[src/design/dkct_pkg.sv]
// Package with the beat types, widths and codes of the distinct-key counting table.
package dkct_pkg;

    localparam int ENTRIES_DEFAULT = 32;
    localparam int KEY_W           = 16;
    localparam int COUNT_W         = 16;
    localparam int SLOT_W          = 5;
    localparam int DISTINCT_W      = 6;
    localparam int STATUS_W        = 2;

    localparam logic [COUNT_W-1:0] COUNT_MAX = {COUNT_W{1'b1}};

    localparam logic [STATUS_W-1:0] STATUS_HIT  = 2'd0;
    localparam logic [STATUS_W-1:0] STATUS_NEW  = 2'd1;
    localparam logic [STATUS_W-1:0] STATUS_FULL = 2'd2;

    typedef struct packed {
        logic [KEY_W-1:0] device_id;
        logic             start_of_batch;
    } in_beat_t;

    typedef struct packed {
        logic [SLOT_W-1:0]     slot;
        logic [COUNT_W-1:0]    slot_count;
        logic [COUNT_W-1:0]    total_count;
        logic [DISTINCT_W-1:0] distinct_count;
        logic [STATUS_W-1:0]   status;
    } out_beat_t;

    // One entry of the table memory: its count above its key.
    typedef struct packed {
        logic [COUNT_W-1:0] count;
        logic [KEY_W-1:0]   key;
    } entry_t;

    // Increment that stops at the largest count.
    function automatic logic [COUNT_W-1:0] sat_inc(input logic [COUNT_W-1:0] v);
        sat_inc = (v == COUNT_MAX) ? v : v + COUNT_W'(1);
    endfunction

endpackage

[src/design/distinct_key_counting_table.sv]
// Top level of the distinct-key counting table: search sequencer, counters and result register.
//
// The block counts how often each 16-bit device identifier occurs in a batch. An input beat
// whose start_of_batch bit is set empties the table before its identifier is handled. The
// identifier is compared with the stored keys in slot order, one key per clock cycle, read
// from a single synchronous RAM that holds the key and the count of each slot. A hit raises
// that slot's count and the batch total; a miss appends the key with count one if a slot is
// free, and otherwise the beat is dropped with the full status and is not counted. Counts
// stop at 65535. A beat passes through an accept step, a search over the stored keys,
// and an update step that writes the RAM and loads the result once the output register
// is free; a hit ends the search early, and a beat that finds the table empty skips the
// search. The block takes one beat at a time. The result sits in an output register, and
// the next input beat is accepted while that result still waits to be taken. The table
// memory needs no clearing after reset, because only slots below the fill count are ever
// compared.
module distinct_key_counting_table #(
    parameter int ENTRIES = dkct_pkg::ENTRIES_DEFAULT
) (
    input  logic                aclk,
    input  logic                aresetn,
    input  logic                s_valid,
    output logic                s_ready,
    input  dkct_pkg::in_beat_t  s_data,
    output logic                m_valid,
    input  logic                m_ready,
    output dkct_pkg::out_beat_t m_data
);

    localparam int IDX_W  = (ENTRIES > 1) ? $clog2(ENTRIES) : 1;
    localparam int USED_W = $clog2(ENTRIES + 1);
    localparam int CMP_W  = USED_W + 1;
    localparam int ENT_W  = dkct_pkg::KEY_W + dkct_pkg::COUNT_W;

    // One-hot states of the search sequencer.
    typedef enum logic [2:0] {
        ST_IDLE   = 3'b001,
        ST_SEARCH = 3'b010,
        ST_UPDATE = 3'b100
    } state_t;

    state_t                       state_reg, state_next;
    logic [dkct_pkg::KEY_W-1:0]   key_reg, key_next;
    logic [IDX_W-1:0]             idx_reg, idx_next;
    logic                         hit_reg, hit_next;
    logic [dkct_pkg::COUNT_W-1:0] old_cnt_reg, old_cnt_next;
    logic [USED_W-1:0]            used_reg, used_next;
    logic [dkct_pkg::COUNT_W-1:0] total_reg, total_next;
    logic                         m_valid_reg, m_valid_next;
    dkct_pkg::out_beat_t          m_data_reg, m_data_next;

    logic                         wr_en;
    logic [IDX_W-1:0]             wr_addr;
    dkct_pkg::entry_t             wr_entry;
    logic [IDX_W-1:0]             rd_addr;
    dkct_pkg::entry_t             rd_entry;

    logic                         out_free;
    logic                         last_cmp;
    logic [USED_W-1:0]            eff_used;

    dkct_ram #(
        .WIDTH (ENT_W),
        .DEPTH (ENTRIES)
    ) u_table_ram (
        .aclk    (aclk),
        .wr_en   (wr_en),
        .wr_addr (wr_addr),
        .wr_data (wr_entry),
        .rd_addr (rd_addr),
        .rd_data (rd_entry)
    );

    assign s_ready  = (state_reg == ST_IDLE);
    assign m_valid  = m_valid_reg;
    assign m_data   = m_data_reg;
    assign out_free = !m_valid_reg || m_ready;

    // The fill count that applies to the arriving beat: a new batch starts empty.
    assign eff_used = s_data.start_of_batch ? '0 : used_reg;

    // True when the slot now being compared is the last stored one.
    assign last_cmp = (CMP_W'(idx_reg) + CMP_W'(1)) == CMP_W'(used_reg);

    // The RAM read runs one slot ahead of the compare, so each cycle checks one key.
    always_comb begin
        rd_addr = '0;
        if (state_reg == ST_SEARCH && !last_cmp) begin
            rd_addr = idx_reg + IDX_W'(1);
        end
    end

    always_comb begin
        state_next   = state_reg;
        key_next     = key_reg;
        idx_next     = idx_reg;
        hit_next     = hit_reg;
        old_cnt_next = old_cnt_reg;
        used_next    = used_reg;
        total_next   = total_reg;
        m_valid_next = m_valid_reg;
        m_data_next  = m_data_reg;
        wr_en        = 1'b0;
        wr_addr      = idx_reg;
        wr_entry     = '{count: dkct_pkg::COUNT_W'(1), key: key_reg};

        if (m_valid_reg && m_ready) begin
            m_valid_next = 1'b0;
        end

        unique case (state_reg)
            ST_IDLE: begin
                if (s_valid) begin
                    key_next = s_data.device_id;
                    idx_next = '0;
                    hit_next = 1'b0;
                    if (s_data.start_of_batch) begin
                        used_next  = '0;
                        total_next = '0;
                    end
                    // With nothing stored, the search is skipped.
                    state_next = (eff_used == '0) ? ST_UPDATE : ST_SEARCH;
                end
            end
            ST_SEARCH: begin
                if (rd_entry.key == key_reg) begin
                    hit_next     = 1'b1;
                    old_cnt_next = rd_entry.count;
                    state_next   = ST_UPDATE;
                end else if (last_cmp) begin
                    state_next = ST_UPDATE;
                end else begin
                    idx_next = idx_reg + IDX_W'(1);
                end
            end
            ST_UPDATE: begin
                // The table and the counters change only once the result can be loaded.
                if (out_free) begin
                    m_valid_next = 1'b1;
                    state_next   = ST_IDLE;
                    if (hit_reg) begin
                        wr_en          = 1'b1;
                        wr_addr        = idx_reg;
                        wr_entry.count = dkct_pkg::sat_inc(old_cnt_reg);
                        total_next     = dkct_pkg::sat_inc(total_reg);
                        m_data_next = '{
                            slot:           dkct_pkg::SLOT_W'(idx_reg),
                            slot_count:     dkct_pkg::sat_inc(old_cnt_reg),
                            total_count:    dkct_pkg::sat_inc(total_reg),
                            distinct_count: dkct_pkg::DISTINCT_W'(used_reg),
                            status:         dkct_pkg::STATUS_HIT
                        };
                    end else if (used_reg != USED_W'(ENTRIES)) begin
                        // Append the key in the next free slot.
                        wr_en      = 1'b1;
                        wr_addr    = IDX_W'(used_reg);
                        used_next  = used_reg + USED_W'(1);
                        total_next = dkct_pkg::sat_inc(total_reg);
                        m_data_next = '{
                            slot:           dkct_pkg::SLOT_W'(used_reg),
                            slot_count:     dkct_pkg::COUNT_W'(1),
                            total_count:    dkct_pkg::sat_inc(total_reg),
                            distinct_count: dkct_pkg::DISTINCT_W'(used_reg + USED_W'(1)),
                            status:         dkct_pkg::STATUS_NEW
                        };
                    end else begin
                        // Table full: the beat is dropped and not counted.
                        m_data_next = '{
                            slot:           '0,
                            slot_count:     '0,
                            total_count:    total_reg,
                            distinct_count: dkct_pkg::DISTINCT_W'(used_reg),
                            status:         dkct_pkg::STATUS_FULL
                        };
                    end
                end
            end
            default: begin
                state_next = ST_IDLE;
            end
        endcase
    end

    always_ff @(posedge aclk) begin
        if (!aresetn) begin
            state_reg   <= ST_IDLE;
            used_reg    <= '0;
            total_reg   <= '0;
            m_valid_reg <= 1'b0;
        end else begin
            state_reg   <= state_next;
            used_reg    <= used_next;
            total_reg   <= total_next;
            m_valid_reg <= m_valid_next;
        end
    end

    always_ff @(posedge aclk) begin
        key_reg     <= key_next;
        idx_reg     <= idx_next;
        hit_reg     <= hit_next;
        old_cnt_reg <= old_cnt_next;
        m_data_reg  <= m_data_next;
    end

endmodule

[src/design/dkct_ram.sv]
// Generic simple dual-port RAM with one write port and one registered read port.
module dkct_ram #(
    parameter int WIDTH = 32,
    parameter int DEPTH = 32
) (
    input  logic                                     aclk,
    input  logic                                     wr_en,
    input  logic [(DEPTH > 1 ? $clog2(DEPTH) : 1)-1:0] wr_addr,
    input  logic [WIDTH-1:0]                         wr_data,
    input  logic [(DEPTH > 1 ? $clog2(DEPTH) : 1)-1:0] rd_addr,
    output logic [WIDTH-1:0]                         rd_data
);

    logic [WIDTH-1:0] mem [DEPTH];
    logic [WIDTH-1:0] rd_data_reg;

    always_ff @(posedge aclk) begin
        if (wr_en) begin
            mem[wr_addr] <= wr_data;
        end
        rd_data_reg <= mem[rd_addr];
    end

    assign rd_data = rd_data_reg;

endmodule

[config.mk]
export PLATFORM = sky130hd
export DESIGN_NAME = distinct_key_counting_table
export DESIGN_NICKNAME = d
export VERILOG_FILES = /design/src/design/dkct_pkg.sv /design/src/design/distinct_key_counting_table.sv /design/src/design/dkct_ram.sv
export SDC_FILE = /design/constraint.sdc
export NUM_CORES = 1
export LEC_CHECK = 0
export BUFFER_PORTS_ARGS = -buffer_cell sky130_fd_sc_hd__clkbuf_2
export CORE_MARGIN = 2
export CORE_UTILIZATION = 50
export CTS_CLUSTER_SIZE = 24
export DETAILED_ROUTE_END_ITERATION = 10
export PLACE_DENSITY = 0.66
export SETUP_SLACK_MARGIN = 0.5
export SLEW_MARGIN = 0
export SYNTH_ARGS = -nofsm -noshare
export SYNTH_HDL_FRONTEND = slang
export SYNTH_SLANG_ARGS = --single-unit
export TNS_END_PERCENT = 100
[constraint.sdc]
create_clock -name aclk -period 13.3 [get_ports aclk]
set_input_delay 2.66 -clock aclk [delete_from_list [all_inputs] [get_ports aclk]]
set_output_delay 2.66 -clock aclk [all_outputs]
set_load 0.005 [all_outputs]
==> results of run 1 <==
## logic make-up after synthesis
kind of cell / count (synthesis) / share of synthesized area (%)
xor gates and xnor gates: 49 / 0.939
muxes: 232 / 5.05
AOI/OAI and AO/OA: 670 / 9.19
adders and majority gates: 6 / 0.161
DFF: 1165 / 74.0
and+or+nand+nor: 946 / 8.72
buffers and inverters: 221 / 1.95
## critical path, stage by stage
cell and delay [ns]:
clkbuf_2 0.07, nand2b_1 0.15, nand2_1 0.27, inv_2 0.12, buf_4 0.51, nand2_1 0.44, a22oi_1 0.49, nand2b_1 0.37
nor2_4 0.98
## how the worst max path moves through the flow
stage                  from                      end  cells after the start
floorplan           m_ready   u_table_ram.mem[10][0]                      8
global route        m_ready  u_table_ram.mem[13][14]                      9
finish              m_ready  u_table_ram.mem[13][20]                      9
global placement    m_ready   u_table_ram.mem[13][3]                      9
CTS                 m_ready   u_table_ram.mem[13][2]                      9
detailed placement  m_ready   u_table_ram.mem[13][3]                      9
## synth_stat cells, drive strengths merged (6+ instances only)
cell type  count
a211oi         6
mux2           9
edfxtp      1107
nand4         44
inv           13
nor3          24
nand2        442
o21ai        163
ha             6
o2bb2ai       32
nor2         255
a21oi        246
o221ai        31
nand3        114
clkbuf       142
dfxtp         58
and3          13
xnor2         20
a31oi         42
a32oi         31
xor2          29
buf           64
and2          11
o211ai        32
a221oi        32
o22ai         31
nor4           9
a22oi          7
nand2b         8
mux2i        222
## power by group through the flow
| stage | clock network [uW] | logic [uW] | registers (uW) |
|---|---|---|---|
| after floorplan | 0 | 208 | 4160 |
| after global placement | 0 | 408 | 4140 |
| after detailed placement | 0 | 411 | 4150 |
| after CTS | 3160 | 412 | 4070 |
| after global routing | 3300 | 444 | 4070 |
| final | 3130 | 422 | 4070 |
## final cells by class
cell class	count	area [sq um]
Timing Repair Buffer	136	891
Fill cell	7138	39800
Clock buffer	150	3070
Tap cell	1243	1560
Clock inverter	63	537
Multi-Input combinational cell	1903	11600
Sequential cell	1165	34400
Inverter	15	61.3
## per-stage QoR
step / total power [uW] / hold slack, ns / utilization [%] / instance area [sq um]
after detailed placement: 4560 / 0.389 / 52.7 / 48500
after global routing: 7810 / 0.409 / 56.7 / 52100
after global placement: 4550 / 0.390 / 52.7 / 48500
after CTS: 7640 / 0.404 / 56.7 / 52100
final: 7620 / 0.403 / 56.7 / 52100
after floorplan: 4370 / 0.386 / - / 46500
## per-layer routing
layer / vias to the layer above / wire, microns
met1: 14200 / 51100
met5: - / 0
met4: 0 / 4370
met2: 1547 / 55800
li1: 12600 / -
met3: 219 / 13900
==> qor.csv, run 1 <==
stage,metric,value,unit
outcome,run_status,"finished, final reports clean",
critical_path,critPathRequiredTime,13.60,ns
detailed_routing,drcViolationCount,0,
cts,cts_resized,0,
cts,cts_buffers,115,
timing,finalCritPeriodShare,43.9,%
pwr,swShare,22.3,%
global_route,first_global_vias,27300,
layout,largest_reg_flops,1024,
detailed_routing,first_pass_iters,6,
yosys,syn_inst,3289,
global_route,grt_first_pass_wirelength,182,mm
timing,drv_slew,0,
placed_design,io_buffers,67,
detailed_routing,wire_per_inst,26.8,microns
yosys,ys.flop_type,edfxtp_1,
cts,htree_levels,3,
placed_design,pre_cts_slack,6.76,ns
worst_hold_path,whs_path_depth,0,
global_route,grt_usage,26.3,%
pwr,power_leakage,0.0184,uW
critical_path,worstReg2RegStart,idx_reg[1],
job,drv_cap,0,
critical_path,end_kind,register,
global_route,use_met2,39.5,%
layout,area_growth,12.1,%
placed_design,dp_hpwl,72.9,mm
yosys,yosysWarnings,0,
critical_path,cp.arrival,6.13,ns
yosys,synth_area_leaders,"edfxtp_1 (71%), mux2i_1 (4.8%), nand2_1 (3.6%), a21oi_1 (2.6%), dfxtp_1 (2.5%)",
timing,finalSetupViolCount,0,
yosys,synth_edf_count,1107,
detailed_routing,drtAntennaViolNets,0,
timing,rsz0062_at_grt,false,
layout,layout_commonest_cell,edfxtp_1,
cts,cts_buffer_depth,3,
cts,worstSkewPairLatency,0.71,ns
yosys,synth-seq-cells,1165,
timing,setup_ws,7.47,ns
cts,cts_setup_buffers,0,
detailed_routing,initialDrtViolationCount,4088,
floorplanning,die_w,309,microns
yosys,synth_top_area_cell,edfxtp_1,
timing,setup_tns,0,ns
timing,tightest_slew,1.42,ns
pwr,combPwrFrac,5.5,%
layout,layout_common_cells,"edfxtp_1 (1107), nand2_1 (441), a21oi_1 (244), mux2i_1 (222), nor2_1 (210)",
timing,period_needed,5.83,ns
global_route,busiest_layer,met2,
detailed_routing,via_per_inst,6.12,
cts,cts_tree,yes,
pwr,seq_power_share,53.4,%
worst_hold_path,worstHoldStart,u_table_ram.rd_data[24],
timing,skew,0.0329,ns
floorplanning,die-area,95400,sq um
worst_hold_path,holdPathEnd,old_cnt_reg[8],
pwr,clock_power_share,41.1,%
detailed_routing,num_vias,28600,
floorplanning,pin_count,68,
critical_path,worstSetupPathType,input port to register,
yosys,seq_area_frac_synth,74.0,%
timing,fmax,171,MHz
yosys,synth_fp_nets,3316,
layout,n_antenna_cell,0,
floorplanning,core_area,91900,sq um
global_route,grt_use_met1,38.1,%
pwr,power.switching,1700,uW
pwr,p_int,5920,uW
floorplanning,fp.dieH,309,microns
pwr,ir_drop,0.0980,mV
layout,final_cells,4675,
cts,postCtsHoldBufs,0,
critical_path,worst_setup_path_start_kind,input port,
timing,slew_headroom,5.55,%
yosys,synth_cell_types,64,
critical_path,crit_fanout,51,
global_route,gr-usage-met3,5.81,%
layout,fin_nets,3363,
global_route,grt_overflow,0,
yosys,yosysTopAreaCellShare,71.5,%
placed_design,placed_cells,4462,
floorplanning,initial_core_util,50.6,%
pwr,power_density,146,nW/um^2
cts,clk_pin_slew_worst_paths,0.06,ns
placed_design,place.gp.congestion,0.912,
critical_path,reg2reg_depth,12,
critical_path,rrSetupSlack,8.50,ns
layout,drive_gt1_share,11.7,%
floorplanning,num_rows,111,
yosys,synth.avg_cell_area,14.1,sq um
detailed_routing,routed_wl,125,mm
timing,hold_viol,0,
critical_path,r2r-end,u_table_ram.rd_data[28],
worst_hold_path,hp-class,register to register,
global_route,grt_max_degree,132,
yosys,netlist_area,46500,sq um
yosys,synthArstFlopShare,0,%
cts,cts.sinks,1165,
cts,cts-root-buf,clkbuf_16,
global_route,antenna_found_initial,4,
No activity file was read; power rests on OpenSTA's default activity.
==> run 2, diff against run 1 <==
clock period = 5.4 ns   (was 13.3 ns; I/O delays follow)
==> run 2 against run 1 <==
Against the previous run: first-iteration DRC count decreased by 9.1%; hold slack about the same; total power increased by 150%; die area unchanged; via count increased by 0.90%.
==> qor.csv, run 2 (synthesis results as in run 1) <==
stage,metric,value,unit,change
outcome,run_status,"finished, final reports clean",,unchanged
pwr,power_leakage,0.0188,uW,was 0.0184 uW
pwr,ir_drop,0.293,mV,was 0.0980 mV
critical_path,worst-path-buf-inv,1,,was 3
detailed_routing,routed_wl,121,mm,was 125 mm
critical_path,worstReg2RegStart,idx_reg[1],,unchanged
cts,htree_levels,3,,unchanged
timing,drv_slew,0,,unchanged
worst_hold_path,worstHoldStart,u_table_ram.rd_data[26],,was u_table_ram.rd_data[24]
placed_design,dp_hpwl,70.0,mm,was 72.9 mm
worst_hold_path,hp-class,register to register,,unchanged
layout,layout_commonest_cell,edfxtp_1,,unchanged
cts,cts-root-buf,clkbuf_16,,unchanged
placed_design,dpl_cell_area,48900,sq um,was 48500 sq um
layout,multi_input_area,11600,sq um,about the same
critical_path,worstSetupPathType,register to register,,was input port to register
critical_path,critPathLaunch,idx_reg[1],,was m_ready
cts,postCtsHoldBufs,0,,unchanged
critical_path,cp_top_family,compound AO/OA/AOI/OAI gates,,was simple AND/OR/NAND/NOR gates
floorplanning,initial_core_util,50.6,%,unchanged
placed_design,place.gp.congestion,0.910,,was 0.912
global_route,grt_first_pass_wirelength,180,mm,was 182 mm
timing,finalCritPeriodShare,77.4,%,
detailed_routing,num_vias,28800,,was 28600
cts,cts_tree,yes,,unchanged
global_route,grt_usage,25.5,%,was 26.3%
floorplanning,num_rows,111,,unchanged
pwr,power.switching,4140,uW,was 1700 uW
job,drv_cap,0,,unchanged
detailed_routing,wire_per_inst,25.8,microns,was 26.8 microns
critical_path,crit_path_top_delay_cell,o21ai_4,,was nor2_4
critical_path,rrSetupSlack,1.22,ns,was 8.50 ns
critical_path,cp.arrival,4.73,ns,was 6.13 ns
timing,skew,0.0402,ns,was 0.0329 ns
critical_path,critPathRequiredTime,5.95,ns,was 13.60 ns
detailed_routing,first_pass_iters,6,,unchanged
detailed_routing,drtAntennaViolNets,0,,unchanged
detailed_routing,initialDrtViolationCount,3715,,was 4088
cts,cts_resized,0,,unchanged
global_route,grt_overflow,0,,unchanged
layout,fin_nets,3404,,was 3363
timing,rsz0062_at_grt,false,,unchanged
critical_path,worst_setup_path_start_kind,register,,was input port
layout,largest_reg_flops,1024,,unchanged
pwr,power_density,361,nW/um^2,was 146 nW/um^2
critical_path,crit_cells,10,,was 9
timing,period_needed,4.18,ns,
detailed_routing,via_per_inst,6.12,,about the same
pwr,clock_power_share,42.2,%,was 41.1%
global_route,antenna_found_initial,1,,was 4
pwr,combPwrFrac,5.2,%,was 5.5%
critical_path,critical-path-max-stage-delay,0.92,ns,was 0.98 ns
floorplanning,fp.dieH,309,microns,unchanged
floorplanning,die_w,309,microns,unchanged
placed_design,io_buffers,67,,unchanged
layout,seq_area,34400,sq um,unchanged
cts,cts_setup_buffers,0,,unchanged
critical_path,r2r-end,u_table_ram.rd_data[12],,was u_table_ram.rd_data[28]
worst_hold_path,whs_path_depth,0,,unchanged
timing,hold_viol,0,,unchanged
layout,n_antenna_cell,0,,unchanged
layout,design_area,52700,sq um,was 52100 sq um
cts,cts.sinks,1165,,unchanged
pwr,swShare,21.8,%,was 22.3%
layout,n_fill_cell,7075,,was 7138
worst_hold_path,holdPathEnd,old_cnt_reg[10],,was old_cnt_reg[8]
detailed_routing,drcViolationCount,0,,unchanged
cts,clk_pin_slew_worst_paths,0.07,ns,was 0.06 ns
critical_path,worstPathCellList,ha_2 -> xnor2_2 -> xnor2_1 -> or4_4 -> o21ai_4 -> buf_4 -> mux2i_1 -> mux2i_1 -> o21ai_1 -> nand4_1,,was clkbuf_2 -> nand2b_1 -> nand2_1 -> inv_2 -> buf_4 -> nand2_1 -> a22oi_1 -> nand2b_1 -> nor2_4
cts,cts_buffers,115,,unchanged
cts,worstSkewPairLatency,0.70,ns,was 0.71 ns
layout,layout_common_cells,"edfxtp_1 (1107), nand2_1 (441), a21oi_1 (244), mux2i_1 (222), nor2_1 (210)",,unchanged
floorplanning,core_area,91900,sq um,unchanged
pwr,seq_power_share,52.7,%,was 53.4%
layout,area_growth,13.3,%,was 12.1%
floorplanning,die-area,95400,sq um,unchanged
timing,tightest_slew,1.37,ns,was 1.42 ns
critical_path,crit_fanout,24,,was 51
pwr,p_int,14900,uW,was 5920 uW
floorplanning,pin_count,68,,unchanged
timing,setup_tns,0,ns,unchanged
timing,slew_headroom,8.78,%,was 5.55%
critical_path,reg2reg_depth,10,,was 12
cts,cts_buffer_depth,3,,unchanged
global_route,grt_max_degree,127,,was 132
layout,drive_gt1_share,13.2,%,was 11.7%
critical_path,end_kind,register,,unchanged
critical_path,cpMostUsedCell,mux2i_1,,
global_route,first_global_vias,28100,,was 27300
timing,fmax,239,MHz,
timing,finalSetupViolCount,0,,unchanged
[run 2: cell types whose count changed in the layout (fill, tap and decap cells not counted), sizes merged]
cell      previous run  this run
buf                 69       110
clkinv              51        37
bufinv               8        12
clkbuf             217       220
clkinvlp             2         5
inv                 17        19
[run 2: power by group through the flow]
stage	Clock, uW	Sequential [uW]	Combinational (uW)
finish	8010	10000	980
global route	8440	10000	1040
CTS	8100	10000	969
detailed placement	0	10200	964
global placement	0	10200	947
floorplan	0	10200	514
[run 2: how the worst max path moves through the flow]
stage / endpoint
4_1_cts: u_table_ram.rd_data[12]
3_3_place_gp: u_table_ram.mem[10][6]
6_report: u_table_ram.rd_data[12]
5_1_grt: u_table_ram.rd_data[12]
2_1_floorplan: u_table_ram.mem[10][0]
3_5_place_dp: u_table_ram.mem[7][20]
[run 2: metrics by stage]
stage	util [%]	instances	hold WS [ns]	total power [uW]	setup slack [ns]
after global placement	53.1	4503	0.391	11100	1.31
after global routing	57.3	4714	0.404	19500	1.12
after detailed placement	53.1	4503	0.392	11200	1.27
after floorplan	-	3289	0.386	10800	0.151
final	57.3	4714	0.403	19000	1.22
after CTS	57.3	4714	0.394	19100	1.28
[run 2: layer usage]
metal | track usage [%] | part of all wire [%]
met5 | 0 | 0
met4 | 10.7 | 4.3
met3 | 3.72 | 8.3
met2 | 41.3 | 47
met1 | 34.6 | 40
[run 2: final cells by class]
class | count | area share, %
Timing Repair Buffer | 177 | 2.37
Clock inverter | 58 | 1.29
Multi-Input combinational cell | 1903 | 22.0
Inverter | 15 | 0.116
Tap cell | 1243 | 2.95
Clock buffer | 153 | 5.95
Sequential cell | 1165 | 65.3
